==> src/rtl/core/sppt_pkg.sv <==
package sppt_pkg;

    // Width of the radius field of one input item.
    localparam int RADIUS_BITS = 30;

    // Register file map of the back end. Vectors take three consecutive entries.
    localparam logic [5:0] R_P1  = 6'd0;
    localparam logic [5:0] R_P2  = 6'd3;
    localparam logic [5:0] R_P3  = 6'd6;
    localparam logic [5:0] R_P4  = 6'd9;
    localparam logic [5:0] R_RS  = 6'd12;
    localparam logic [5:0] R_ZR  = 6'd13;
    localparam logic [5:0] R_R2  = 6'd14;
    localparam logic [5:0] R_D1  = 6'd15;
    localparam logic [5:0] R_D2  = 6'd18;
    localparam logic [5:0] R_N   = 6'd21;
    localparam logic [5:0] R_P31 = 6'd24;
    localparam logic [5:0] R_S   = 6'd27;
    localparam logic [5:0] R_NN  = 6'd28;
    localparam logic [5:0] R_T0  = 6'd29;
    localparam logic [5:0] R_T1  = 6'd30;
    localparam logic [5:0] R_D21 = 6'd31;
    localparam logic [5:0] R_D22 = 6'd32;
    localparam logic [5:0] R_D11 = 6'd33;
    localparam logic [5:0] R_E2  = 6'd34;
    localparam logic [5:0] R_E1  = 6'd35;
    localparam logic [5:0] R_NA  = 6'd36;
    localparam logic [5:0] R_NB  = 6'd37;
    localparam logic [5:0] R_W   = 6'd38;
    localparam logic [5:0] R_A   = 6'd41;
    localparam logic [5:0] R_B   = 6'd42;
    localparam logic [5:0] R_WW  = 6'd43;
    localparam logic [5:0] R_E   = 6'd44;
    // Aliases resolved by the endpoint pass: query point, segment origin, direction.
    localparam logic [5:0] R_VQ  = 6'd48;
    localparam logic [5:0] R_VO  = 6'd51;
    localparam logic [5:0] R_VD  = 6'd54;

    // Program labels.
    localparam logic [5:0] L_LINE = 6'd15;
    localparam logic [5:0] L_HIT  = 6'd36;
    localparam logic [5:0] L_NEAR = 6'd37;
    localparam logic [5:0] L_CMPW = 6'd50;
    localparam logic [5:0] L_ENDP = 6'd52;
    localparam logic [5:0] L_MISS = 6'd56;

    typedef enum logic [3:0] {
        OP_SUB,
        OP_VSUB,
        OP_MUL,
        OP_DOT,
        OP_BLT,
        OP_BLE,
        OP_BGT,
        OP_BGE,
        OP_BEQ,
        OP_BNE,
        OP_HIT,
        OP_MISS,
        OP_NXT
    } t_op;

    // For branches the d field holds the target address.
    typedef struct packed {
        t_op        op;
        logic [5:0] d;
        logic [5:0] a;
        logic [5:0] b;
    } t_instr;

    typedef enum logic [2:0] {
        B_IDLE,
        B_LOAD,
        B_RD,
        B_EX,
        B_MUL,
        B_DONE
    } t_bstate;

    function automatic t_instr f_mk(input t_op op, input logic [5:0] d,
                                    input logic [5:0] a, input logic [5:0] b);
        t_instr u;
        u.op = op;
        u.d  = d;
        u.a  = a;
        u.b  = b;
        return u;
    endfunction

    // Program of the back end.
    function automatic t_instr f_ucode(input logic [5:0] pc);
        t_instr u;
        u = f_mk(OP_MISS, 6'd0, 6'd0, 6'd0);
        case (pc)
            // Radius limit, directions and the cross product of the directions.
            6'd0:  u = f_mk(OP_MUL,  R_R2, R_RS, R_RS);
            6'd1:  u = f_mk(OP_VSUB, R_D1, R_P2, R_P1);
            6'd2:  u = f_mk(OP_VSUB, R_D2, R_P4, R_P3);
            6'd3:  u = f_mk(OP_MUL,  R_T0, R_D1 + 6'd1, R_D2 + 6'd2);
            6'd4:  u = f_mk(OP_MUL,  R_T1, R_D1 + 6'd2, R_D2 + 6'd1);
            6'd5:  u = f_mk(OP_SUB,  R_N, R_T0, R_T1);
            6'd6:  u = f_mk(OP_MUL,  R_T0, R_D1 + 6'd2, R_D2);
            6'd7:  u = f_mk(OP_MUL,  R_T1, R_D1, R_D2 + 6'd2);
            6'd8:  u = f_mk(OP_SUB,  R_N + 6'd1, R_T0, R_T1);
            6'd9:  u = f_mk(OP_MUL,  R_T0, R_D1, R_D2 + 6'd1);
            6'd10: u = f_mk(OP_MUL,  R_T1, R_D1 + 6'd1, R_D2);
            6'd11: u = f_mk(OP_SUB,  R_N + 6'd2, R_T0, R_T1);
            6'd12: u = f_mk(OP_BNE,  L_LINE, R_N, R_ZR);
            6'd13: u = f_mk(OP_BNE,  L_LINE, R_N + 6'd1, R_ZR);
            6'd14: u = f_mk(OP_BEQ,  L_NEAR, R_N + 6'd2, R_ZR);
            // Closest points of the two lines.
            6'd15: u = f_mk(OP_VSUB, R_P31, R_P1, R_P3);
            6'd16: u = f_mk(OP_DOT,  R_S, R_P31, R_N);
            6'd17: u = f_mk(OP_DOT,  R_NN, R_N, R_N);
            6'd18: u = f_mk(OP_MUL,  R_T0, R_S, R_S);
            6'd19: u = f_mk(OP_MUL,  R_T1, R_R2, R_NN);
            6'd20: u = f_mk(OP_BGT,  L_MISS, R_T0, R_T1);
            6'd21: u = f_mk(OP_DOT,  R_D21, R_D2, R_D1);
            6'd22: u = f_mk(OP_DOT,  R_D22, R_D2, R_D2);
            6'd23: u = f_mk(OP_DOT,  R_D11, R_D1, R_D1);
            6'd24: u = f_mk(OP_DOT,  R_E2, R_P31, R_D2);
            6'd25: u = f_mk(OP_DOT,  R_E1, R_P31, R_D1);
            6'd26: u = f_mk(OP_MUL,  R_T0, R_E2, R_D21);
            6'd27: u = f_mk(OP_MUL,  R_T1, R_E1, R_D22);
            6'd28: u = f_mk(OP_SUB,  R_NA, R_T0, R_T1);
            6'd29: u = f_mk(OP_MUL,  R_T0, R_E2, R_D11);
            6'd30: u = f_mk(OP_MUL,  R_T1, R_E1, R_D21);
            6'd31: u = f_mk(OP_SUB,  R_NB, R_T0, R_T1);
            6'd32: u = f_mk(OP_BLE,  L_NEAR, R_NA, R_ZR);
            6'd33: u = f_mk(OP_BGE,  L_NEAR, R_NA, R_NN);
            6'd34: u = f_mk(OP_BLE,  L_NEAR, R_NB, R_ZR);
            6'd35: u = f_mk(OP_BGE,  L_NEAR, R_NB, R_NN);
            6'd36: u = f_mk(OP_HIT,  6'd0, 6'd0, 6'd0);
            // One endpoint against the other segment, clamped projection.
            6'd37: u = f_mk(OP_VSUB, R_W, R_VQ, R_VO);
            6'd38: u = f_mk(OP_DOT,  R_A, R_W, R_VD);
            6'd39: u = f_mk(OP_DOT,  R_B, R_VD, R_VD);
            6'd40: u = f_mk(OP_DOT,  R_WW, R_W, R_W);
            6'd41: u = f_mk(OP_BEQ,  L_CMPW, R_B, R_ZR);
            6'd42: u = f_mk(OP_BLE,  L_CMPW, R_A, R_ZR);
            6'd43: u = f_mk(OP_BGE,  L_ENDP, R_A, R_B);
            6'd44: u = f_mk(OP_MUL,  R_T0, R_WW, R_B);
            6'd45: u = f_mk(OP_MUL,  R_T1, R_A, R_A);
            6'd46: u = f_mk(OP_SUB,  R_T0, R_T0, R_T1);
            6'd47: u = f_mk(OP_MUL,  R_T1, R_R2, R_B);
            6'd48: u = f_mk(OP_BLT,  L_HIT, R_T0, R_T1);
            6'd49: u = f_mk(OP_NXT,  6'd0, 6'd0, 6'd0);
            6'd50: u = f_mk(OP_BLT,  L_HIT, R_WW, R_R2);
            6'd51: u = f_mk(OP_NXT,  6'd0, 6'd0, 6'd0);
            6'd52: u = f_mk(OP_VSUB, R_E, R_W, R_VD);
            6'd53: u = f_mk(OP_DOT,  R_T0, R_E, R_E);
            6'd54: u = f_mk(OP_BLT,  L_HIT, R_T0, R_R2);
            6'd55: u = f_mk(OP_NXT,  6'd0, 6'd0, 6'd0);
            default: u = f_mk(OP_MISS, 6'd0, 6'd0, 6'd0);
        endcase
        return u;
    endfunction

endpackage

==> src/rtl/core/sppt_front.sv <==
module sppt_front
    import sppt_pkg::*;
#(
    parameter int COORD_BITS = 32
) (
    input  logic                                             i_s_tvalid,
    input  logic                                             i_clk,
    output logic                                             o_s_tready,
    // start_x, start_y, start_z, end_x, end_y, end_z, radius, zero fill
    input  logic [((6*COORD_BITS+RADIUS_BITS+7)/8)*8-1:0]    i_s_tdata,
    input  logic                                             i_s_tlast,
    input  logic                                             i_full,
    output logic                                             o_push,
    output logic [12*COORD_BITS+RADIUS_BITS:0]               o_job
);

    logic [6*COORD_BITS-1:0] r_held;
    logic [RADIUS_BITS-1:0]  r_held_radius;
    logic                    accept;

    // A transfer is taken whenever the job queue has room.
    assign o_s_tready = ~i_full;
    assign accept     = i_s_tvalid & ~i_full;
    assign o_push     = accept & i_s_tlast;

    // A job is the held segment, the new segment and the radius sum.
    assign o_job = {(RADIUS_BITS+1)'(r_held_radius)
                        + (RADIUS_BITS+1)'(i_s_tdata[6*COORD_BITS +: RADIUS_BITS]),
                    i_s_tdata[6*COORD_BITS-1:0], r_held};

    // The first segment of a pair is held until its partner arrives.
    always_ff @(posedge i_clk) begin
        if (accept && !i_s_tlast) begin
            r_held        <= i_s_tdata[6*COORD_BITS-1:0];
            r_held_radius <= i_s_tdata[6*COORD_BITS +: RADIUS_BITS];
        end
    end

endmodule

==> config.mk <==
export PLATFORM = sky130hd
export DESIGN_NAME = sppt_front
export DESIGN_NICKNAME = d
export VERILOG_FILES = /design/src/rtl/core/sppt_pkg.sv /design/src/rtl/core/sppt_front.sv
export SDC_FILE = /design/constraint.sdc
export NUM_CORES = 1
export LEC_CHECK = 0
export ABC_AREA = 1
export BUFFER_PORTS_ARGS = -buffer_cell sky130_fd_sc_hd__buf_2
export CORE_AREA = 2 2 254 256
export CTS_BUF_LIST = sky130_fd_sc_hd__clkbuf_8
export DETAILED_ROUTE_END_ITERATION = 6
export DIE_AREA = 0 0 256 258
export PLACE_DENSITY = 0.35
export RECOVER_POWER = 25
export SYNTH_ARGS = -nofsm -noshare
export SYNTH_HDL_FRONTEND = slang
export SYNTH_SLANG_ARGS = --single-unit
==> constraint.sdc <==
create_clock -name i_clk -period 29.6 [get_ports i_clk]
set_input_delay 1.48 -clock i_clk [delete_from_list [all_inputs] [get_ports i_clk]]
set_output_delay 1.48 -clock i_clk [all_outputs]
set_load 0.03 [all_outputs]
; Word level (Yosys, flattened, before mapping)
; Cells that the tools add are included.
[word_totals]
register_bits = 222
out_inout_bits = 417
elab_cells = 8
[op_classes]
add_sub_neg = 1
n_bitwise = 3
reduce_logical = 2
[op_table]
columns = operator, count
row1 = $add A30 B30 Y31, 1
row2 = $and A1 B1 Y1, 2
row3 = $logic_and A1 B1 Y1, 1
row4 = $logic_not A1 Y1, 1
row5 = $not A1 Y1, 1

; Longest topological paths before layout
; Gate-level depths: netlist of run 1.
[depth]
depth_word = 3
ltp_mapped = 12
ltp_nobuf = 12

; Worst setup path after synthesis of run 1
; Ideal clock, no wire load.
[synth_path]
path_kind = input to register
start = input port i_full
end = register r_held[0], enable pin
setup_ps = 808
arrival_time_ps = 11010
setup_slack_ps = 17781
path_stages = 3
n_path_buf = 0
cell_sequence = inv_1 nand2_1 nor2_1
[synth_between]
elab_chain_len = 3
[synth_rtl]
columns = element, line
row1 = from (decl), sppt_front.sv:12  ; input logic i_full,
row2 = $not A1 Y1, sppt_front.sv:23  ; assign accept = i_s_tvalid & ~i_full;
row3 = $and A1 B1 Y1, sppt_front.sv:23
row4 = $logic_and A1 B1 Y1, sppt_front.sv:33  ; if (accept && !i_s_tlast) begin
row5 = to (signal assigned), sppt_front.sv:34  ; r_held <= i_s_tdata[6*COORD_BITS-1:0];
row6 = to (decl), sppt_front.sv:17  ; logic [6*COORD_BITS-1:0] r_held;
; Every way passes these cells.
; A chain may end at the register's enable or synchronous reset.

; Worst setup path after layout of run 1
[layout_path]
start = input port i_s_tdata[192]
end = output port o_job[404]
[layout_between]
elab_chain_len = 1
[layout_rtl]
columns = element, line
row1 = from (decl), sppt_front.sv:10  ; input logic [((6*COORD_BITS+RADIUS_BITS+7)/8)*8-1:0] i_s_tdata,
row2 = $add A30 B30 Y31, sppt_front.sv:28  ; + (RADIUS_BITS+1)'(i_s_tdata[6*COORD_BITS +: RADIUS_BITS]),
row3 = to (decl), sppt_front.sv:14  ; output logic [12*COORD_BITS+RADIUS_BITS:0] o_job
; Every way passes these cells.

==> impl_metrics.xml, run 1 <==
<?xml version="1.0" encoding="UTF-8"?>
<metrics>
  <group name="worst_setup_path">
    <metric name="max_stage_delay" unit="ns">0.46</metric>
    <metric name="critical_path.max_fanout" unit="">4</metric>
    <metric name="setup.worst_path.start_class" unit="">primary input</metric>
    <metric name="path_buf_inv" unit="">2</metric>
    <metric name="required_time_worst_endpoint" unit="ns">28.12</metric>
    <metric name="kind_of_cell_with_the_highest_combined_delay_on_the_critical_path" unit="">simple AND/OR/NAND/NOR gates</metric>
    <metric name="crit_arrival" unit="ns">3.32</metric>
    <metric name="crit_chain" unit="">clkbuf_1, ha_1, fa_1, nand3_1, nand3_2, nand2_1, nand2_2, nand2_2, nand2_2, nand2_1, nand3_1, nand2_1, buf_2</metric>
    <metric name="slowest_library_cell_on_the_worst_path" unit="">fa_1</metric>
    <metric name="worst_setup_path_end_kind" unit="">output pin</metric>
    <metric name="criticalPathCategory" unit="">primary input to output pin</metric>
  </group>
  <group name="global_route">
    <metric name="use_met3" unit="%">3.86</metric>
    <metric name="grt_max_degree" unit="">142</metric>
    <metric name="global_route.overflow_total" unit="">0</metric>
    <metric name="aggregate_global_route_resource_usage" unit="%">11.8</metric>
    <metric name="groute.layer.met1.usage" unit="%">12.6</metric>
    <metric name="globalRoute.busiestLayer" unit="">met2</metric>
    <metric name="global_route_wire_length_before_repair" unit="um">55800</metric>
    <metric name="grt_antenna_before_repair" unit="">4</metric>
    <metric name="met2_usage" unit="%">21.5</metric>
    <metric name="vias_in_the_first_global_route" unit="">8016</metric>
  </group>
  <group name="timing">
    <metric name="setup_total_negative_slack" unit="ns">0</metric>
    <metric name="finalHoldWorstSlack" unit="ns">1.04</metric>
    <metric name="setup_viol_count_final" unit="">0</metric>
    <metric name="finalCritPeriodShare" unit="%">16.2</metric>
    <metric name="final.setup.worst_slack" unit="ns">24.80</metric>
    <metric name="timing_max_transition_violations_final" unit="">0</metric>
    <metric name="hold_violations" unit="">0</metric>
    <metric name="setup_repair_after_global_routing_missed_its_margin" unit="">false</metric>
    <metric name="period_minus_slack" unit="ns">4.80</metric>
    <metric name="worst-slew-pin-transition" unit="ns">1.06</metric>
    <metric name="timing_limited_maximum_frequency" unit="MHz">208</metric>
    <metric name="slew_headroom" unit="%">29.6</metric>
  </group>
  <group name="clock_tree">
    <metric name="cts.sinks" unit="">222</metric>
    <metric name="cts.hold.buffers_added" unit="">0</metric>
    <metric name="cts_resized" unit="">0</metric>
    <metric name="cts.htree.levels" unit="">2</metric>
    <metric name="tritoncts" unit="">yes</metric>
    <metric name="clk_pin_slew_worst_paths" unit="ns">0.06</metric>
    <metric name="clock_tree.buffer_depth" unit="">3</metric>
    <metric name="postCtsSetupBuffers" unit="">0</metric>
    <metric name="cts_root_buffer_type" unit="">clkbuf_8</metric>
    <metric name="cts_inserted_buffers" unit="">47</metric>
  </group>
  <group name="layout">
    <metric name="final_instance_count_excl_fillers" unit="">2254</metric>
    <metric name="most-common-layout-cells" unit="">482 x buf_2, 222 x edfxtp_1, 179 x nand2_1</metric>
    <metric name="flow.area_growth_from_synthesis" unit="%">34.3</metric>
    <metric name="post_route_cells_drive_above_1_share" unit="%">42.8</metric>
    <metric name="layout_commonest_cell" unit="">buf_2</metric>
    <metric name="regArea" unit="sq um">6670</metric>
    <metric name="design.final.nets" unit="">1620</metric>
    <metric name="fillerInstances" unit="">7098</metric>
    <metric name="multi_input_area" unit="sq um">1950</metric>
  </group>
  <group name="routing">
    <metric name="post_drt_wl_per_cell" unit="um">18.0</metric>
    <metric name="via_per_inst" unit="">3.45</metric>
    <metric name="initialDrtViolationCount" unit="">350</metric>
    <metric name="pre_antenna_drt_iters" unit="">4</metric>
    <metric name="vias" unit="">7769</metric>
    <metric name="antenna_violating_nets_post_route" unit="">0</metric>
    <metric name="remaining_drc_errors" unit="">0</metric>
    <metric name="detail_route.wirelength" unit="um">40700</metric>
  </group>
  <group name="flow_run">
    <metric name="drv.max_cap_violation_count" unit="">0</metric>
  </group>
  <group name="power">
    <metric name="combinationalPowerShare" unit="%">20.7</metric>
    <metric name="power.leakage" unit="nW">6.19</metric>
    <metric name="power_frac_seq" unit="%">42.3</metric>
    <metric name="internal_power" unit="W">0.000577</metric>
    <metric name="netSwitchingFraction" unit="%">33.4</metric>
    <metric name="powerDensity" unit="nW/um^2">62.1</metric>
    <metric name="p_clk_share" unit="%">37.0</metric>
    <metric name="switchingPower" unit="W">0.000290</metric>
    <metric name="vdd.ir_drop.worst" unit="uV">33.4</metric>
  </group>
  <group name="hold_path">
    <metric name="worstHoldPathType" unit="">primary input to flip-flop</metric>
  </group>
  <group name="placed_design">
    <metric name="detailedPlacementHpwl" unit="um">33200</metric>
    <metric name="dp_cells" unit="">2167</metric>
    <metric name="finalWeightedCongestion" unit="">0.772</metric>
    <metric name="count_of_buffers_from_port_buffering" unit="">642</metric>
    <metric name="dp_worst_setup_slack" unit="ns">24.73</metric>
  </group>
  <group name="synthesis">
    <metric name="syn_area_per_cell" unit="sq um">12.1</metric>
    <metric name="syn_nets" unit="">1119</metric>
    <metric name="yosys_warnings" unit="">0</metric>
    <metric name="flops_latches_synth" unit="">222</metric>
    <metric name="syn_inst_count" unit="">860</metric>
    <metric name="yosysUniqueCellTypes" unit="">24</metric>
    <metric name="synth_area" unit="sq um">10400</metric>
    <metric name="synth-seq-area-share" unit="%">64.1</metric>
  </group>
  <group name="floorplanning">
    <metric name="placeableCoreArea" unit="sq um">63600</metric>
    <metric name="fp.dieW" unit="um">256</metric>
    <metric name="ioPinCount" unit="">645</metric>
    <metric name="start_util" unit="%">16.3</metric>
    <metric name="dieArea" unit="sq um">66000</metric>
    <metric name="placementRows" unit="">93</metric>
    <metric name="floorplan.die.height" unit="um">258</metric>
  </group>
  <group name="outcome">
    <metric name="outcome" unit="">finished, final reports clean</metric>
  </group>
</metrics>
==> sequential cells by signal, summed over array words and instances, names as in the netlist <==
name / flops
r_held: 192
r_held_radius: 30
==> path summary, 6_finish.rpt <==
| check | endpoint | slack, ns | start | depth (start not counted) |
|---|---|---|---|---|
| setup / recovery | o_job[404] | 24.80 | i_s_tdata[192] | 13 |
| hold / removal | r_held[124]$_DFFE_PP_ | 1.04 | i_s_tdata[124] | 1 |
==> per-layer routing <==
layer	vias to the layer above	part of all wire [%]
li1	3695	-
met1	3671	37
met2	336	52
met3	63	7.7
met4	4	3.0
met5	-	0.057
==> final cells by class <==
cell class	count	share of cell area, %
Clock inverter	38	1.60
Tap cell	855	7.66
Timing Repair Buffer	644	21.8
Inverter	91	2.45
Clock buffer	48	4.73
Sequential cell	222	47.8
Multi-Input combinational cell	355	14.0
Antenna cell	1	0.0179
==> through the flow <==
stage / power, W / area (sq um) / utilization (%)
floorplan: 0.000505 / 10400 / -
global placement: 0.000559 / 13300 / 20.9
detailed placement: 0.000559 / 13300 / 20.9
CTS: 0.000894 / 14200 / 22.2
global route: 0.000912 / 14000 / 21.9
finish: 0.000867 / 14000 / 21.9
==> synthesized netlist by cell type, drive strengths merged <==
cell type  count  area share, %
a21oi         22            1.2
nand2        198            7.6
nor3           7           0.63
buf          192             14
fa             1           0.19
and2           1          0.060
o21ai          1          0.048
nand4          5           0.30
o21bai         4           0.29
nand3         28            1.7
inv           91            3.3
a21o           1          0.072
xor2          15            1.3
o21a           1          0.072
edfxtp       222             64
ha            30            3.6
nor2          41            1.7
==> cells by family (layout without fill, tap and decap cells) <==
kind of cell    after synthesis  in the layout  synth area share (%)
fa+ha+maj                    31             31                  3.80
xor+xnor                     15             15                  1.26
buf+inv                     283            821                  17.2
flops                       222            222                  64.1
other cells                   0              1                     0
simple gates                280            280                  12.0
compound gates               29             29                  1.68
==> power by group through the flow <==
stage	clock, W	sequential (W)	combinational [W]
after floorplan	0	0.000402	0.000103
after global placement	0	0.000373	0.000186
after detailed placement	0	0.000373	0.000186
after CTS	0.000340	0.000367	0.000186
after global routing	0.000352	0.000368	0.000192
final	0.000321	0.000367	0.000179
No activity file was read; power rests on OpenSTA's default activity.
==> run 2, diff against run 1 <==
Settings changed: ABC_AREA 1 to 0, CORE_AREA 2 2 254 256 to 2 2 250 252, DIE_AREA 0 0 256 258 to 0 0 252 254, PLACE_DENSITY 0.35 to 0.36.
Clock period 29.6 ns to 3.9 ns, I/O delays scaled along.
==> run 2 against run 1 <==
Non-clock buffer count up 231; flip-flop and latch count unchanged; clock-buffer cell count shrank 2; hold slack got worse by 0.88 ns; combinational power rose to 8.4 times the previous value; via count shrank 0.91%; wire length down 6.2%; cell count fell by 3.0%; critical path depth fell by 2.
==> impl_metrics.xml, run 2 <==
<?xml version="1.0" encoding="UTF-8"?>
<metrics>
  <group name="outcome">
    <metric name="outcome" unit="">finished, final reports clean</metric>
  </group>
  <group name="global_route">
    <metric name="vias_in_the_first_global_route" unit="">7994</metric>
    <metric name="global_route_wire_length_before_repair" unit="um">52200</metric>
    <metric name="grt_max_degree" unit="">68</metric>
    <metric name="aggregate_global_route_resource_usage" unit="%">11.2</metric>
    <metric name="grt_antenna_before_repair" unit="">2</metric>
    <metric name="global_route.overflow_total" unit="">0</metric>
  </group>
  <group name="layout">
    <metric name="post_route_cells_drive_above_1_share" unit="%">38.2</metric>
    <metric name="largest_registers" unit="">r_held (192), r_held_radius (30)</metric>
    <metric name="layout_commonest_cell" unit="">buf_2</metric>
    <metric name="largest_register" unit="">r_held</metric>
    <metric name="most-common-layout-cells" unit="">450 x buf_2, 224 x dlygate4sd3_1, 222 x edfxtp_1</metric>
    <metric name="fillerInstances" unit="">6592</metric>
    <metric name="design.final.nets" unit="">1621</metric>
    <metric name="flow.area_growth_from_synthesis" unit="%">58.5</metric>
    <metric name="largest_register_ffs" unit="">192</metric>
    <metric name="finalInstanceArea" unit="sq um">15400</metric>
  </group>
  <group name="synthesis">
    <metric name="syn_inst_count" unit="">636</metric>
    <metric name="syn_nets" unit="">895</metric>
    <metric name="post_synth_most_frequent_cells" unit="">222 x edfxtp_1, 192 x buf_4, 30 x ha_1, 28 x a21oi_1, 18 x xnor2_1</metric>
    <metric name="synth-async-reset-ratio" unit="%">0</metric>
    <metric name="synth.top_cells.by_area" unit="">edfxtp_1 68%, buf_4 15%, ha_1 3.9%</metric>
    <metric name="netlist.area_leader.share" unit="%">68.4</metric>
    <metric name="synth-edff-count" unit="">222</metric>
    <metric name="yosysUniqueCellTypes" unit="">50</metric>
    <metric name="yosys_warnings" unit="">0</metric>
    <metric name="synthDominantAreaCellType" unit="">edfxtp_1</metric>
    <metric name="yosys_most_used_dff" unit="">edfxtp_1</metric>
    <metric name="synth-seq-area-share" unit="%">68.4</metric>
    <metric name="flops_latches_synth" unit="">222</metric>
    <metric name="count_leader_synth" unit="">edfxtp_1</metric>
    <metric name="syn_area_per_cell" unit="sq um">15.3</metric>
    <metric name="synth_area" unit="sq um">9750</metric>
  </group>
  <group name="worst_setup_path">
    <metric name="criticalPathCategory" unit="">flip-flop to output pin</metric>
    <metric name="kind_of_cell_with_the_highest_combined_delay_on_the_critical_path" unit="">compound AO/OA/AOI/OAI gates</metric>
    <metric name="path_buf_inv" unit="">1</metric>
    <metric name="setup.worst_path.start_class" unit="">flip-flop</metric>
    <metric name="cp_common_cell" unit="">nand2_1</metric>
    <metric name="critical_path.max_fanout" unit="">3</metric>
    <metric name="crit_chain" unit="">ha_1, fa_1, a21o_1, nand2_1, o2111a_1, o31a_1, o41ai_4, nand3_1, nand2_1, xor2_1, buf_2</metric>
    <metric name="max_stage_delay" unit="ns">0.45</metric>
    <metric name="worst_setup_path_end_kind" unit="">output pin</metric>
    <metric name="required_time_worst_endpoint" unit="ns">3.70</metric>
    <metric name="slowest_library_cell_on_the_worst_path" unit="">o41ai_4</metric>
    <metric name="crit_arrival" unit="ns">3.34</metric>
  </group>
  <group name="timing">
    <metric name="period_minus_slack" unit="ns">3.54</metric>
    <metric name="timing_max_transition_violations_final" unit="">0</metric>
    <metric name="final.setup.worst_slack" unit="ns">0.361</metric>
    <metric name="hold_violations" unit="">0</metric>
    <metric name="finalCritPeriodShare" unit="%">90.7</metric>
    <metric name="setup_repair_after_global_routing_missed_its_margin" unit="">false</metric>
    <metric name="setup_viol_count_final" unit="">0</metric>
    <metric name="timing_limited_maximum_frequency" unit="MHz">283</metric>
    <metric name="worst-slew-pin-transition" unit="ns">0.684</metric>
    <metric name="slew_headroom" unit="%">54.3</metric>
  </group>
  <group name="clock_tree">
    <metric name="clk_pin_slew_worst_paths" unit="ns">0.06</metric>
    <metric name="postCtsSetupBuffers" unit="">0</metric>
    <metric name="cts.sinks" unit="">222</metric>
    <metric name="clock_tree.buffer_depth" unit="">3</metric>
    <metric name="cts.htree.levels" unit="">2</metric>
    <metric name="tritoncts" unit="">yes</metric>
    <metric name="cts_root_buffer_type" unit="">clkbuf_8</metric>
    <metric name="cts_inserted_buffers" unit="">45</metric>
  </group>
  <group name="floorplanning">
    <metric name="ioPinCount" unit="">645</metric>
    <metric name="placeableCoreArea" unit="sq um">61300</metric>
    <metric name="placementRows" unit="">91</metric>
    <metric name="start_util" unit="%">15.9</metric>
    <metric name="floorplan.die.height" unit="um">254</metric>
    <metric name="dieArea" unit="sq um">64000</metric>
    <metric name="fp.dieW" unit="um">252</metric>
  </group>
  <group name="hold_path">
    <metric name="holdPathStages" unit="">3</metric>
    <metric name="whs_endpoint" unit="">r_held[53]$_DFFE_PP_</metric>
    <metric name="worstHoldPathType" unit="">primary input to flip-flop</metric>
    <metric name="hold_path_startpoint" unit="">i_full</metric>
  </group>
  <group name="routing">
    <metric name="route.layer.met1.wl" unit="um">14400</metric>
    <metric name="vias" unit="">7698</metric>
    <metric name="remaining_drc_errors" unit="">0</metric>
    <metric name="initialDrtViolationCount" unit="">320</metric>
    <metric name="pre_antenna_drt_iters" unit="">4</metric>
    <metric name="top_layer" unit="">met5</metric>
    <metric name="detail_route.wirelength" unit="um">38100</metric>
    <metric name="routed_met2_length" unit="um">19500</metric>
    <metric name="post_drt_wl_per_cell" unit="um">17.4</metric>
    <metric name="via_per_inst" unit="">3.52</metric>
    <metric name="routed-wl-met3" unit="um">2980</metric>
    <metric name="antenna_violating_nets_post_route" unit="">0</metric>
  </group>
  <group name="placed_design">
    <metric name="finalWeightedCongestion" unit="">0.811</metric>
    <metric name="count_of_buffers_from_port_buffering" unit="">642</metric>
    <metric name="detailedPlacementHpwl" unit="um">29400</metric>
    <metric name="dp_worst_setup_slack" unit="ns">0.789</metric>
    <metric name="dpl-instance-area" unit="sq um">12600</metric>
  </group>
  <group name="power">
    <metric name="total_power" unit="W">0.00662</metric>
    <metric name="vdd.ir_drop.worst" unit="uV">291</metric>
    <metric name="power.leakage" unit="nW">6.28</metric>
    <metric name="powerDensity" unit="nW/um^2">429</metric>
  </group>
  <group name="flow_run">
    <metric name="drv.max_cap_violation_count" unit="">0</metric>
  </group>
</metrics>
==> run 2: cell count changes in the layout (fill, tap and decap cells not counted), sizes merged, moves of 15 or more <==
cell         delta
a21o           +15
nand3          -26
buf            -25
nand2         -181
nor2           -25
inv            -89
o21ai          +16
dlygate4sd3   +224
xnor2          +18
clkbuf         +30
==> run 2: area by class of cell <==
type | count | area (sq um) | share of cell area (%)
Inverter | 11 | 41.3 | 0.267
Tap cell | 790 | 988 | 6.40
Multi-Input combinational cell | 207 | 1600 | 10.4
Timing Repair Buffer | 875 | 5300 | 34.3
Clock inverter | 34 | 211 | 1.37
Sequential cell | 222 | 6670 | 43.2
Clock buffer | 46 | 633 | 4.10
Antenna cell | 1 | 2.50 | 0.0162
==> run 2: cell families after synthesis <==
group                      synth area share, %
AOI/OAI and AO/OA                         6.56
xor gates and xnor gates                  2.43
adders and majority gates                 4.06
buffers and inverters                     15.4
DFF                                       68.4
and+or+nand+nor                           3.16
==> run 2: report_power, final <==
group | total [W] | switching [W] | internal, W
Clock | 0.00233 | 0.00110 | 0.00123
Combinational | 0.00151 | 0.00101 | 0.000501
Sequential | 0.00278 | 0.0000288 | 0.00275
Total | 0.00662 | 0.00213 | 0.00449
==> run 2: through the flow <==
| step | std cells | hold slack [ns] | TNS (ns) | utilization [%] |
|---|---|---|---|---|
| floorplan | 636 | 0.294 | -524.10 | - |
| global placement | 1881 | 0.383 | 0 | 20.5 |
| detailed placement | 1881 | 0.385 | 0 | 20.5 |
| CTS | 2185 | 0.0892 | 0 | 25.6 |
| global route | 2186 | 0.123 | 0 | 25.2 |
| finish | 2186 | 0.157 | 0 | 25.2 |
==> run 2: tightest hold or removal path, cell delays in order <==
cell	delay (ns)
buf_2	0.11
nor3b_4	0.10
buf_4	0.18
==> run 2: worst max-delay path by stage <==
| stage | depth (start not counted) | endpoint | start |
|---|---|---|---|
| 3_3_place_gp | 11 | o_job[410] | r_held_radius[0]$_DFFE_PP_ |
| 4_1_cts | 11 | o_job[410] | r_held_radius[0]$_DFFE_PP_ |
| 2_1_floorplan | 1 | r_held[0]$_DFFE_PP_ | i_s_tvalid |
| 3_5_place_dp | 11 | o_job[410] | r_held_radius[0]$_DFFE_PP_ |
| 5_1_grt | 11 | o_job[410] | r_held_radius[0]$_DFFE_PP_ |
| 6_report | 11 | o_job[410] | r_held_radius[0]$_DFFE_PP_ |
==> run 2: timing repair <==
| action | in CTS | in global routing |
|---|---|---|
| hold endpoints to repair | 226 | 0 |
| endpoints found under the setup margin | 0 | 1 |
| hold buffers | 224 | 0 |
| gates resized for setup | 0 | 1 |
==> run 2: per-layer routing <==
metal | track usage [%] | vias up
met1 | 12.3 | 3671
met3 | 3.78 | 72
li1 | - | 3611
met5 | 0 | -
met2 | 19.7 | 342
met4 | 4.28 | 2
